<file path="src/hw/rtl/swqt_pkg.sv">
// Package for the semaphore wait-queue table: sizes, request codes, FSM states.
// No dependencies.
package swqt_pkg;
  localparam int NumSem   = 16;
  localparam int NumProcs = 32;
  localparam int KeyBits  = 32;
  localparam int SemW     = $clog2(NumSem);
  localparam int PidW     = $clog2(NumProcs);

  typedef enum logic [1:0] {
    REQ_P   = 2'd0,
    REQ_V   = 2'd1,
    REQ_REM = 2'd2,
    REQ_NONE = 2'd3
  } req_e;

  typedef enum logic [3:0] {
    ST_IDLE,
    ST_FIND,
    ST_DECIDE,
    ST_WON,
    ST_POP,
    ST_RD_WON,
    ST_GOT_WON,
    ST_REM_HEAD,
    ST_WALK,
    ST_WALK_RD,
    ST_OUT
  } state_e;
endpackage

</file>
<file path="src/hw/rtl/swqt_link_ram.sv">
// Process memory: next-waiter link and owning descriptor of each process,
// one write port with a field enable each, one registered read port.
// Depends on swqt_pkg.
module swqt_link_ram (
  input  logic                      clk_i,
  input  logic                      we_next_i,
  input  logic                      we_won_i,
  input  logic [swqt_pkg::PidW-1:0] waddr_i,
  input  logic [swqt_pkg::PidW-1:0] wnext_i,
  input  logic [swqt_pkg::SemW-1:0] wwon_i,
  input  logic [swqt_pkg::PidW-1:0] raddr_i,
  output logic [swqt_pkg::PidW-1:0] rnext_o,
  output logic [swqt_pkg::SemW-1:0] rwon_o
);
  localparam int PW = swqt_pkg::PidW;
  localparam int SW = swqt_pkg::SemW;

  logic [SW+PW-1:0] mem [swqt_pkg::NumProcs];

  always_ff @(posedge clk_i) begin
    if (we_next_i) begin
      mem[waddr_i][PW-1:0] <= wnext_i;
    end
    if (we_won_i) begin
      mem[waddr_i][PW+:SW] <= wwon_i;
    end
    {rwon_o, rnext_o} <= mem[raddr_i];
  end
endmodule

</file>
<file path="src/hw/rtl/semaphore_wait_queue_table.sv">
// Top level of the semaphore wait-queue table engine.
// Depends on swqt_pkg and swqt_link_ram.
//
// channel  dir  tdata fields (low first)                          tuser
// s_axis   in   sem_key[31:0] sem_value[47:32] proc_id[52:48]     req_type
// m_axis   out  new_value[15:0] caller_blocked[16] woken_valid[17]
//               woken_proc[22:18] table_full[23]
//               empty_queue_warning[24] removed[25]               -
//
// One request at a time. P and V scan the 16 descriptors, one memory read a
// cycle, then decide and update. Remove reads the process entry and its queue
// head, then walks the links, one link read per hop, up to 32 hops. The unused
// code answers in the cycle after its beat. The next input beat is taken the
// cycle after the result beat. Reset clears the used and waiting bits.
module semaphore_wait_queue_table (
  input  logic        clk_i,
  input  logic        rst_ni,
  input  logic        s_axis_tvalid,
  output logic        s_axis_tready,
  input  logic [55:0] s_axis_tdata,   // sem_key, sem_value, proc_id
  input  logic [1:0]  s_axis_tuser,   // req_type
  output logic        m_axis_tvalid,
  input  logic        m_axis_tready,
  output logic [31:0] m_axis_tdata    // new_value, caller_blocked, woken_valid,
                                      // woken_proc, table_full,
                                      // empty_queue_warning, removed
);
  localparam int SW = swqt_pkg::SemW;
  localparam int PW = swqt_pkg::PidW;
  localparam int KB = swqt_pkg::KeyBits;
  localparam int DW = KB + 2 * PW;

  swqt_pkg::state_e state_q, state_d;

  // descriptor entry: key, queue head, queue tail
  logic [DW-1:0] desc_mem [swqt_pkg::NumSem];
  logic [DW-1:0] desc_rdata_q;
  logic          desc_we;
  logic [SW-1:0] desc_wa, desc_ra;
  logic [DW-1:0] desc_wd;

  logic          link_we_next, link_we_won;
  logic [PW-1:0] link_wa, link_ra, link_wnext, link_rnext;
  logic [SW-1:0] link_wwon, link_rwon;

  logic [swqt_pkg::NumSem-1:0]   used_q;
  logic [swqt_pkg::NumProcs-1:0] wait_q;

  swqt_pkg::req_e     req_q;
  logic [KB-1:0]      key_q;
  logic signed [15:0] nv_q;
  logic [PW-1:0]      pid_q;
  logic [SW:0]        idx_q;
  logic               found_q, free_ok_q;
  logic [SW-1:0]      fd_q, free_q;
  logic [PW-1:0]      head_q, tail_q, prev_q, nxt_q;
  logic [PW:0]        steps_q;
  logic [25:0]        out_q;

  swqt_pkg::req_e     in_req;
  logic signed [15:0] in_val, in_nv;
  logic [KB-1:0]      rd_key;
  logic [PW-1:0]      rd_head, rd_tail;
  logic [SW-1:0]      scan_prev;
  logic               scan_hit;

  swqt_link_ram u_link (
    .clk_i,
    .we_next_i(link_we_next),
    .we_won_i (link_we_won),
    .waddr_i  (link_wa),
    .wnext_i  (link_wnext),
    .wwon_i   (link_wwon),
    .raddr_i  (link_ra),
    .rnext_o  (link_rnext),
    .rwon_o   (link_rwon)
  );

  assign s_axis_tready = (state_q == swqt_pkg::ST_IDLE);
  assign m_axis_tvalid = (state_q == swqt_pkg::ST_OUT);
  assign m_axis_tdata  = {6'd0, out_q};

  assign in_req    = swqt_pkg::req_e'(s_axis_tuser);
  assign in_val    = s_axis_tdata[47:32];
  assign rd_key    = desc_rdata_q[DW-1:2*PW];
  assign rd_head   = desc_rdata_q[2*PW-1:PW];
  assign rd_tail   = desc_rdata_q[PW-1:0];
  // read data of the entry addressed in the previous cycle
  assign scan_prev = SW'(idx_q - 1'b1);
  assign scan_hit  = (idx_q != '0) && used_q[scan_prev] && (rd_key == key_q);

  always_comb begin
    in_nv = in_val;
    if (in_req == swqt_pkg::REQ_P && in_val != 16'sh8000) in_nv = in_val - 16'sd1;
    if (in_req == swqt_pkg::REQ_V && in_val != 16'sh7fff) in_nv = in_val + 16'sd1;
  end

  always_comb begin
    state_d      = state_q;
    desc_we      = 1'b0;
    desc_wa      = fd_q;
    desc_wd      = {key_q, head_q, tail_q};
    desc_ra      = idx_q[SW-1:0];
    link_we_next = 1'b0;
    link_we_won  = 1'b0;
    link_wa      = prev_q;
    link_wnext   = pid_q;
    link_wwon    = fd_q;
    link_ra      = prev_q;
    unique case (state_q)
      swqt_pkg::ST_IDLE: begin
        if (s_axis_tvalid) begin
          if (in_req == swqt_pkg::REQ_REM) state_d = swqt_pkg::ST_RD_WON;
          else if (in_req == swqt_pkg::REQ_NONE) state_d = swqt_pkg::ST_OUT;
          else state_d = swqt_pkg::ST_FIND;
        end
      end
      swqt_pkg::ST_FIND: begin
        if (idx_q == (SW+1)'(swqt_pkg::NumSem)) state_d = swqt_pkg::ST_DECIDE;
      end
      swqt_pkg::ST_DECIDE: begin
        state_d = swqt_pkg::ST_OUT;
        if (req_q == swqt_pkg::REQ_P && nv_q < 16'sd0 && !wait_q[pid_q]) begin
          if (found_q) begin
            desc_we      = 1'b1;
            desc_wa      = fd_q;
            desc_wd      = {key_q, head_q, pid_q};
            link_we_next = 1'b1;
            link_wa      = tail_q;
            link_wnext   = pid_q;
            state_d      = swqt_pkg::ST_WON;
          end else if (free_ok_q) begin
            desc_we = 1'b1;
            desc_wa = free_q;
            desc_wd = {key_q, pid_q, pid_q};
            state_d = swqt_pkg::ST_WON;
          end
        end
        if (req_q == swqt_pkg::REQ_V && nv_q <= 16'sd0 && found_q) begin
          link_ra = head_q;
          state_d = swqt_pkg::ST_POP;
        end
      end
      swqt_pkg::ST_WON: begin
        link_we_won = 1'b1;
        link_wa     = pid_q;
        link_wwon   = fd_q;
        state_d     = swqt_pkg::ST_OUT;
      end
      swqt_pkg::ST_POP: begin
        state_d = swqt_pkg::ST_OUT;
        if (tail_q != head_q) begin
          desc_we = 1'b1;
          desc_wa = fd_q;
          desc_wd = {key_q, link_rnext, tail_q};
        end
      end
      swqt_pkg::ST_RD_WON: begin
        link_ra = pid_q;
        state_d = swqt_pkg::ST_GOT_WON;
      end
      swqt_pkg::ST_GOT_WON: begin
        desc_ra = link_rwon;
        if (wait_q[pid_q] && used_q[link_rwon]) state_d = swqt_pkg::ST_REM_HEAD;
        else state_d = swqt_pkg::ST_OUT;
      end
      swqt_pkg::ST_REM_HEAD: begin
        if (rd_head == pid_q) begin
          state_d = swqt_pkg::ST_OUT;
          if (rd_tail != pid_q) begin
            desc_we = 1'b1;
            desc_wa = fd_q;
            desc_wd = {rd_key, nxt_q, rd_tail};
          end
        end else begin
          state_d = swqt_pkg::ST_WALK;
        end
      end
      swqt_pkg::ST_WALK: begin
        if (steps_q != (PW+1)'(swqt_pkg::NumProcs) && prev_q != tail_q) begin
          link_ra = prev_q;
          state_d = swqt_pkg::ST_WALK_RD;
        end else begin
          state_d = swqt_pkg::ST_OUT;
        end
      end
      swqt_pkg::ST_WALK_RD: begin
        if (link_rnext == pid_q) begin
          state_d = swqt_pkg::ST_OUT;
          if (tail_q == pid_q) begin
            desc_we = 1'b1;
            desc_wa = fd_q;
            desc_wd = {key_q, head_q, prev_q};
          end else begin
            link_we_next = 1'b1;
            link_wa      = prev_q;
            link_wnext   = nxt_q;
          end
        end else begin
          state_d = swqt_pkg::ST_WALK;
        end
      end
      swqt_pkg::ST_OUT: begin
        if (m_axis_tready) state_d = swqt_pkg::ST_IDLE;
      end
      default: state_d = swqt_pkg::ST_IDLE;
    endcase
  end

  always_ff @(posedge clk_i) begin
    if (desc_we) begin
      desc_mem[desc_wa] <= desc_wd;
    end
    desc_rdata_q <= desc_mem[desc_ra];
  end

  always_ff @(posedge clk_i or negedge rst_ni) begin
    if (!rst_ni) begin
      state_q   <= swqt_pkg::ST_IDLE;
      used_q    <= '0;
      wait_q    <= '0;
      req_q     <= swqt_pkg::REQ_NONE;
      key_q     <= '0;
      nv_q      <= '0;
      pid_q     <= '0;
      idx_q     <= '0;
      found_q   <= 1'b0;
      free_ok_q <= 1'b0;
      fd_q      <= '0;
      free_q    <= '0;
      head_q    <= '0;
      tail_q    <= '0;
      prev_q    <= '0;
      nxt_q     <= '0;
      steps_q   <= '0;
      out_q     <= '0;
    end else begin
      state_q <= state_d;
      unique case (state_q)
        swqt_pkg::ST_IDLE: begin
          if (s_axis_tvalid) begin
            req_q     <= in_req;
            key_q     <= s_axis_tdata[KB-1:0];
            pid_q     <= s_axis_tdata[52:48];
            nv_q      <= in_nv;
            idx_q     <= '0;
            found_q   <= 1'b0;
            free_ok_q <= 1'b0;
            steps_q   <= '0;
            out_q     <= {10'd0, in_nv};
          end
        end
        swqt_pkg::ST_FIND: begin
          if (scan_hit && !found_q) begin
            found_q <= 1'b1;
            fd_q    <= scan_prev;
            head_q  <= rd_head;
            tail_q  <= rd_tail;
          end
          if (idx_q != (SW+1)'(swqt_pkg::NumSem)) begin
            if (!used_q[idx_q[SW-1:0]] && !free_ok_q) begin
              free_ok_q <= 1'b1;
              free_q    <= idx_q[SW-1:0];
            end
            idx_q <= idx_q + 1'b1;
          end
        end
        swqt_pkg::ST_DECIDE: begin
          if (req_q == swqt_pkg::REQ_P && nv_q < 16'sd0) begin
            out_q[16] <= 1'b1;
            if (!wait_q[pid_q]) begin
              if (!found_q) begin
                if (free_ok_q) begin
                  used_q[free_q] <= 1'b1;
                  fd_q           <= free_q;
                end else begin
                  out_q[23] <= 1'b1;
                end
              end
            end
          end
          if (req_q == swqt_pkg::REQ_V && nv_q <= 16'sd0) begin
            if (found_q) begin
              out_q[17]    <= 1'b1;
              out_q[22:18] <= head_q;
            end else begin
              out_q[24] <= 1'b1;
            end
          end
        end
        swqt_pkg::ST_WON: begin
          wait_q[pid_q] <= 1'b1;
        end
        swqt_pkg::ST_POP: begin
          wait_q[head_q] <= 1'b0;
          if (tail_q == head_q) used_q[fd_q] <= 1'b0;
        end
        swqt_pkg::ST_GOT_WON: begin
          fd_q  <= link_rwon;
          nxt_q <= link_rnext;
        end
        swqt_pkg::ST_REM_HEAD: begin
          key_q  <= rd_key;
          head_q <= rd_head;
          tail_q <= rd_tail;
          prev_q <= rd_head;
          if (rd_head == pid_q) begin
            out_q[25]     <= 1'b1;
            wait_q[pid_q] <= 1'b0;
            if (rd_tail == pid_q) used_q[fd_q] <= 1'b0;
          end
        end
        swqt_pkg::ST_WALK_RD: begin
          if (link_rnext == pid_q) begin
            out_q[25]     <= 1'b1;
            wait_q[pid_q] <= 1'b0;
          end else begin
            prev_q  <= link_rnext;
            steps_q <= steps_q + 1'b1;
          end
        end
        default: ;
      endcase
    end
  end

  assert property (@(posedge clk_i) disable iff (!rst_ni)
    m_axis_tvalid && !m_axis_tready |=> $stable(m_axis_tdata))
    else $error("result changed while stalled");
  assert property (@(posedge clk_i) disable iff (!rst_ni)
    !(s_axis_tready && m_axis_tvalid))
    else $error("input open while result pending");
  assert property (@(posedge clk_i) disable iff (!rst_ni)
    m_axis_tvalid |-> !(out_q[16] && out_q[17]))
    else $error("blocked and woken together");
endmodule
</file>
<file path="config.mk">
export PLATFORM = sky130hd
export DESIGN_NAME = semaphore_wait_queue_table
export DESIGN_NICKNAME = d
export VERILOG_FILES = /design/src/hw/rtl/swqt_pkg.sv /design/src/hw/rtl/swqt_link_ram.sv /design/src/hw/rtl/semaphore_wait_queue_table.sv
export SDC_FILE = /design/constraint.sdc
export NUM_CORES = 2
export LEC_CHECK = 0
export ABC_CLOCK_PERIOD_IN_PS = 4600
export BUFFER_PORTS_ARGS = -buffer_cell sky130_fd_sc_hd__buf_2
export CAP_MARGIN = 20
export CORE_MARGIN = 3
export CORE_UTILIZATION = 30
export DETAILED_ROUTE_END_ITERATION = 12
export GPL_ROUTABILITY_DRIVEN = 0
export PLACE_DENSITY_LB_ADDON = 0.3
export SLEW_MARGIN = 10
export SYNTH_ARGS = -nofsm -noshare
export SYNTH_HDL_FRONTEND = slang
export SYNTH_SLANG_ARGS = --single-unit
</file>
<file path="constraint.sdc">
create_clock -name clk_i -period 4.6 [get_ports clk_i]
set_input_delay 0.69 -clock clk_i [delete_from_list [all_inputs] [get_ports clk_i]]
set_output_delay 0.69 -clock clk_i [all_outputs]
set_load 0.02 [all_outputs]
</file>
; Yosys cells after proc, flatten, opt, wreduce, memory -nomap -nowiden
; Memories as Yosys holds them, arrays and structs flattened. A register that Yosys moved wholly into a read port is not among the register bits.
; Cells that the tools add are included.
[totals]
memories = 2
out_inout_bits = 34
ramBits = 960
reg_bits = 158
[mem_list]
columns = memory, words, width, read_ports, rd_ports_with_merged_regs, wr, line
row1 = desc_mem, 16, 42, 1, 1, 1, semaphore_wait_queue_table.sv:36  ; logic [DW-1:0] desc_mem [swqt_pkg::NumSem];
row2 = u_link.mem, 32, 9, 1, 1, 1, swqt_link_ram.sv:18  ; logic [SW+PW-1:0] mem [swqt_pkg::NumProcs];
[op_classes]
eq_ne = 46
reduce_logical = 53
bitwise_logic = 8
n_addsub = 5
n_lt_le_gt_ge = 13
n_mux = 124
[op_table]
columns = op, count
row1 = one-hot mux 42 bit (4 select lines), 1
row2 = two-way mux 16 bit, 9
row3 = one-hot mux 32 bit (4 select lines), 1
row4 = two-way mux 32 bit, 3
row5 = two-way mux 42 bit, 2
row6 = two-way mux 4 bit, 18
row7 = two-way mux 5 bit, 13
row8 = bitwise AND 32 bit, 2
row9 = NOT 32 bit, 2
row10 = one-hot mux 32 bit (2 select lines), 1
row11 = one-hot mux 5 bit (2 select lines), 6
row12 = one-hot mux 16 bit (3 select lines), 1
row13 = two-way mux 1 bit, 40
row14 = two-way mux 10 bit, 4
row15 = one-hot mux 4 bit (10 select lines), 1
row16 = != test 2 bit (second input constant), 17
row17 = equality test 32 bit, 1
row18 = != test 16 bit (second input constant), 2
row19 = bitwise OR 32 bit, 1
row20 = two-way mux 26 bit, 1
row21 = equality test 5 bit, 5
row22 = < comparator 4 x 5 -> 1 bit (second input constant), 5
row23 = two-way mux 6 bit, 4
row24 = AND reduction 3 bit, 7
row25 = 48 further kinds, 102

; Depth between registers and ports, before layout
[depth]
ltp_word = 10
depth_mapped = 13
mapped_depth_nobuf = 10

; Cells and area by module
; From an unflattened synthesis, not the netlist that was laid out.
[hier_totals]
cells_unflattened = 2961
area_unflattened_um2 = 48725.5
[by_module_without_submodules]
columns = module, instances, area_per_inst_um2, cells_each
row1 = semaphore_wait_queue_table, 1, 37284.5, 2454
row2 = swqt_link_ram, 1, 11441.0, 507

; Least setup slack after synthesis
; No wires, ideal clock.
[synth_timing]
path_type = register to register
from = register pid_q[1]
to = memory desc_mem[3][0] in the netlist's numbering (enable)
setup_slack_ps = -374
t_required_ps = 4158
setup_time_ps = 442
t_arrival_ps = 4533
stages_incl_launch_ff = 11
cell_sequence = dfrtp_1 buf_1 mux4_2 a22oi_1 and4_4 and2_1 inv_1 nor3_2 mux2i_1 or3b_1 nor2_1
[synth_via]
elab_chain_len = 8
[synth_rtl]
columns = element, line
row1 = from (decl), semaphore_wait_queue_table.sv:52  ; logic [PW-1:0] pid_q;
row2 = from (signal assigned), semaphore_wait_queue_table.sv:244  ; pid_q <= s_axis_tdata[52:48];
row3 = binary-select mux 1 bit (select 5 bit), semaphore_wait_queue_table.sv:123  ; if (req_q == swqt_pkg::REQ_P && nv_q < 16'sd0 && !wait_q[pid_q]) begin
row4 = two-way mux 1 bit (implied by the code), semaphore_wait_queue_table.sv:123
row5 = zero test 1 bit, n/a
row6 = logical AND 1 bit, semaphore_wait_queue_table.sv:123
row7 = two-way mux 1 bit, semaphore_wait_queue_table.sv:123
row8 = one-hot mux 1 bit (4 select lines), semaphore_wait_queue_table.sv:110  ; unique case (state_q)
row9 = two-way mux 1 bit, semaphore_wait_queue_table.sv:211  ; if (desc_we) begin
row10 = two-way mux 1 bit (implied by the code), semaphore_wait_queue_table.sv:212  ; desc_mem[desc_wa] <= desc_wd;
row11 = to (decl), semaphore_wait_queue_table.sv:36
; Several ways; a longest one is shown, not always the timed one. The select of a mux whose other input is x is not followed.

; Worst setup path after layout
[layout_timing]
from = register pid_q[0]
to = memory desc_mem[6][25] in the netlist's numbering (enable)
; The elaborated chain is that of the path after synthesis.

==> flow_metrics.env <==
export IMPL_grt_start_max_net_pins=114
export IMPL_dp_cells=6292
export IMPL_yosysMostFrequentCell="nand2_1"
export IMPL_combPwrFrac=0.328
export IMPL_die_w_um=413
export IMPL_wl_met2_mm=65.7
export IMPL_nFillCells=16100
export IMPL_fmaxAchievable_ghz=0.229
export IMPL_cp_slowest_cell="dfrtp_2"
export IMPL_finalCritPeriodShare=0.949
export IMPL_cp_end_kind="flip-flop"
export IMPL_numPortBuffers=86
export IMPL_clock_latency_ns=0.78
export IMPL_power_leakage_nw=20.3
export IMPL_wl_met1_mm=63.5
export IMPL_setup_viol=0
export IMPL_ioPinCount=96
export IMPL_grt_pass1_wl_mm=212
export IMPL_worst_ep_required_time_ns=5.01
export IMPL_core_area_um2=164000
export IMPL_grt_overflow=0
export IMPL_crit_fanout=16
export IMPL_clock_skew_ns=0.0563
export IMPL_dr_max_layer_used="met4"
export IMPL_status="completed"
export IMPL_pwr_share_seq=0.399
export IMPL_crit_path_cell_trace="mux4_1 -> a22oi_1 -> and4_4 -> and2_1 -> inv_1 -> nor3_4 -> mux2i_1 -> nand3b_1 -> nor2_4 -> buf_4"
export IMPL_async_flop_share=0.135
export IMPL_worst_slew_pin_slew_ns=1.04
export IMPL_synth_edf_count=960
export IMPL_place_area_um2=53600
export IMPL_synth_largest_area_cell="edfxtp_1"
export IMPL_p_sw_frac=0.371
export IMPL_dieArea_um2=171000
export IMPL_critPathTopFamily="simple AND/OR/NAND/NOR gates"
export IMPL_h_tree_depth=4
export IMPL_clockRootBuffer="clkbuf_16"
export IMPL_relSlewSlack=0.303
export IMPL_syn_inst=4179
export IMPL_rows=148
export IMPL_grt_pass1_vias=33200
export IMPL_wl_per_cell_um=21.5
export IMPL_ys_ff_latch=1169
export IMPL_firstDrtPassIters=6
export IMPL_finalHoldViolCount=0
export IMPL_cts_tree="built"
export IMPL_nets=4322
export IMPL_drc=0
export IMPL_dr_wl_met3_mm=8.32
export IMPL_antenna_cells=0
export IMPL_worstPathArrival_ns=4.78
export IMPL_ys_warn_count=0
export IMPL_ys_top_cells_by_area="edfxtp_1 58%, nand2_1 8.5%, dfrtp_1 7.9%, a311oi_1 2.7%, nand3_1 2.2%"
export IMPL_synthDistinctLibCells=85
export IMPL_dpl_hpwl_mm=83.6
export IMPL_synthFlopType="edfxtp_1"
export IMPL_synth_area_um2=49700
export IMPL_p_int_mw=23.3
export IMPL_fin_cells=6531
export IMPL_vdd_drop_max_v=0.000451
export IMPL_rsz0062_at_grt="no"
export IMPL_synthDominantCellAreaShare=0.580
export IMPL_synth_common_cells="1130 x nand2_1, 960 x edfxtp_1, 243 x clkbuf_1"
export IMPL_slowest_delay_ns=0.61
export IMPL_power_density_nw_per_um2=640
export IMPL_pwr_share_clk=0.273
export IMPL_yosysSeqAreaShare=0.680
export IMPL_num_vias=33800
export IMPL_hold_class="primary input to flip-flop"
export IMPL_clock_path_buffers=3
export IMPL_clock_sinks=1169
export IMPL_period_minus_slack_ns=4.36
export IMPL_synth_avg_cell_area_um2=11.9
export IMPL_switching_power_mw=13.7
export IMPL_area_growth_syn_to_layout_pct=16.4
export IMPL_crit_type="flip-flop to flip-flop"
export IMPL_fin_area_um2=57900
export IMPL_groute_usage_overall=0.163
export IMPL_drt_iter0_drc=2672
export IMPL_drive_gt1_frac=0.117
export IMPL_antenna_found_initial=6
export IMPL_max_cap_violations=0
export IMPL_start_util=0.304
export IMPL_drtAntennaViolNets=0
export IMPL_finalMaxSlewViolations=0
export IMPL_drt_total_wl_mm=140
export IMPL_cts_inserted_buffers=130
export IMPL_start_kind="flip-flop"
export IMPL_clkSlewWorstSetupHoldPaths_ns=0.06
export IMPL_crit_buf_inv=2
export IMPL_vias_per_cell=5.18
export IMPL_die_h_um=413
worst paths after layout:
path	startpoint	endpoint	slack (ns)	cells past startpoint
worst max-delay path	pid_q[0]$_DFFE_PN0P_	desc_mem[6][25]$_DFFE_PP_	0.24	10
worst max register to register	pid_q[0]$_DFFE_PN0P_	desc_mem[6][25]$_DFFE_PP_	0.24	10
worst min register to register	req_q[0]$_DFFE_PN1P_	req_q[0]$_DFFE_PN1P_	0.48	2
max in group asynchronous	rst_ni	fd_q[0]$_DFFE_PN0P_	2.96	3
worst min-delay path	s_axis_tdata[52]	pid_q[4]$_DFFE_PN0P_	0.17	3
min in group asynchronous	rst_ni	out_q[20]$_DFFE_PN0P_	0.59	2
power groups by stage:
| stage | Combinational [mW] | Clock (mW) | Sequential (mW) |
|---|---|---|---|
| 5_1_grt | 13.3 | 10.8 | 14.9 |
| 4_1_cts | 12.2 | 10.4 | 14.7 |
| 2_1_floorplan | 7.71 | 0 | 14.4 |
| 3_5_place_dp | 12.1 | 0 | 14.9 |
| 6_report | 12.1 | 10.1 | 14.8 |
| 3_3_place_gp | 12.1 | 0 | 14.9 |
layout make-up:
cell class                 count  area, um^2  area share
timing repair buffer         229        2090      0.0360
inverter                      19        71.3     0.00123
clock buffer                 181        3560      0.0615
multi-input combinational   2703       15000       0.259
sequential                  1169       33800       0.584
clock inverter                55         652      0.0113
tap                         2175        2720      0.0470
state kept, by name (all words and copies together), names as in the netlist:
| name | flops |
|---|---|
| req_q | 2 |
| used_q | 16 |
| steps_q | 6 |
| u_link.mem | 288 |
| head_q | 5 |
| u_link.rnext_o | 5 |
| tail_q | 5 |
| found_q | 1 |
| desc_mem | 672 |
| out_q | 26 |
| fd_q | 4 |
| idx_q | 5 |
| key_q | 32 |
| free_ok_q | 1 |
| wait_q | 32 |
| desc_rdata_q | 42 |
| free_q | 4 |
| nxt_q | 5 |
| state_q | 4 |
| u_link.rwon_o | 4 |
| prev_q | 5 |
| pid_q | 5 |
worst register-to-register path, stage by stage, from the launching register on:
cell and delay, ns:
dfrtp_2 0.61, mux4_1 0.61, a22oi_1 0.30, and4_4 0.35
and2_1 0.24, inv_1 0.12, nor3_4 0.34, mux2i_1 0.42
nand3b_1 0.42, nor2_4 0.27, buf_4 0.36
per-stage QoR:
stage / utilization / setup WS [ns] / power, mW / hold WS (ns) / TNS (ns)
3_3_place_gp: 0.327 / 0.0520 / 27.0 / 0.465 / 0
2_1_floorplan: - / -0.374 / 22.1 / 0.394 / -96.89
6_report: 0.354 / 0.236 / 37.0 / 0.172 / 0
3_5_place_dp: 0.327 / -0.00636 / 27.1 / 0.470 / -0.0673
5_1_grt: 0.354 / 0.0411 / 39.0 / 0.148 / 0
4_1_cts: 0.353 / 0.201 / 37.3 / 0.103 / 0
placed cells by master (no fill, tap or decap), types with 99 or more instances in the layout:
| cell | synthesis | routed |
|---|---|---|
| a21oi_1 | 102 | 101 |
| a311oi_1 | 151 | 151 |
| a31oi_1 | 122 | 122 |
| and3_1 | 112 | 112 |
| clkbuf_16 | 0 | 132 |
| dfrtp_1 | 156 | 153 |
| edfxtp_1 | 960 | 960 |
| nand2_1 | 1130 | 1129 |
| nand3_1 | 218 | 216 |
| nor2_1 | 197 | 179 |
| o21ai_0 | 99 | 99 |
routing by layer:
layer  global-route usage  vias to the layer above
met5                    0                        -
met1                0.228                    17000
met2                0.263                     1143
met4               0.0408                        0
li1                     -                    15500
met3               0.0252                      188
logic make-up (layout without fill, tap and decap cells):
kind of cell | Yosys count | after routing | synth area share
flip-flops | 1169 | 1169 | 0.680
AO/OA/AOI/OAI | 659 | 659 | 0.0922
XOR/XNOR | 87 | 87 | 0.0153
multiplexers | 81 | 81 | 0.0232
other | 1 | 6 | 0.0000754
adder cells (fa/ha/maj) | 8 | 8 | 0.00201
AND/OR/NAND/NOR | 1862 | 1862 | 0.163
buffers and inverters | 312 | 484 | 0.0245
timing repair:
| action | in CTS | in global routing |
|---|---|---|
| hold endpoints to repair | 56 | 0 |
| gates resized for setup | 1 | 2 |
| hold buffers | 1 | 0 |
| endpoints found under the setup margin | 10 | 24 |
| pin swaps | 0 | 1 |
| setup buffers | 0 | 0 |
Power figures use the tool's default switching activity.
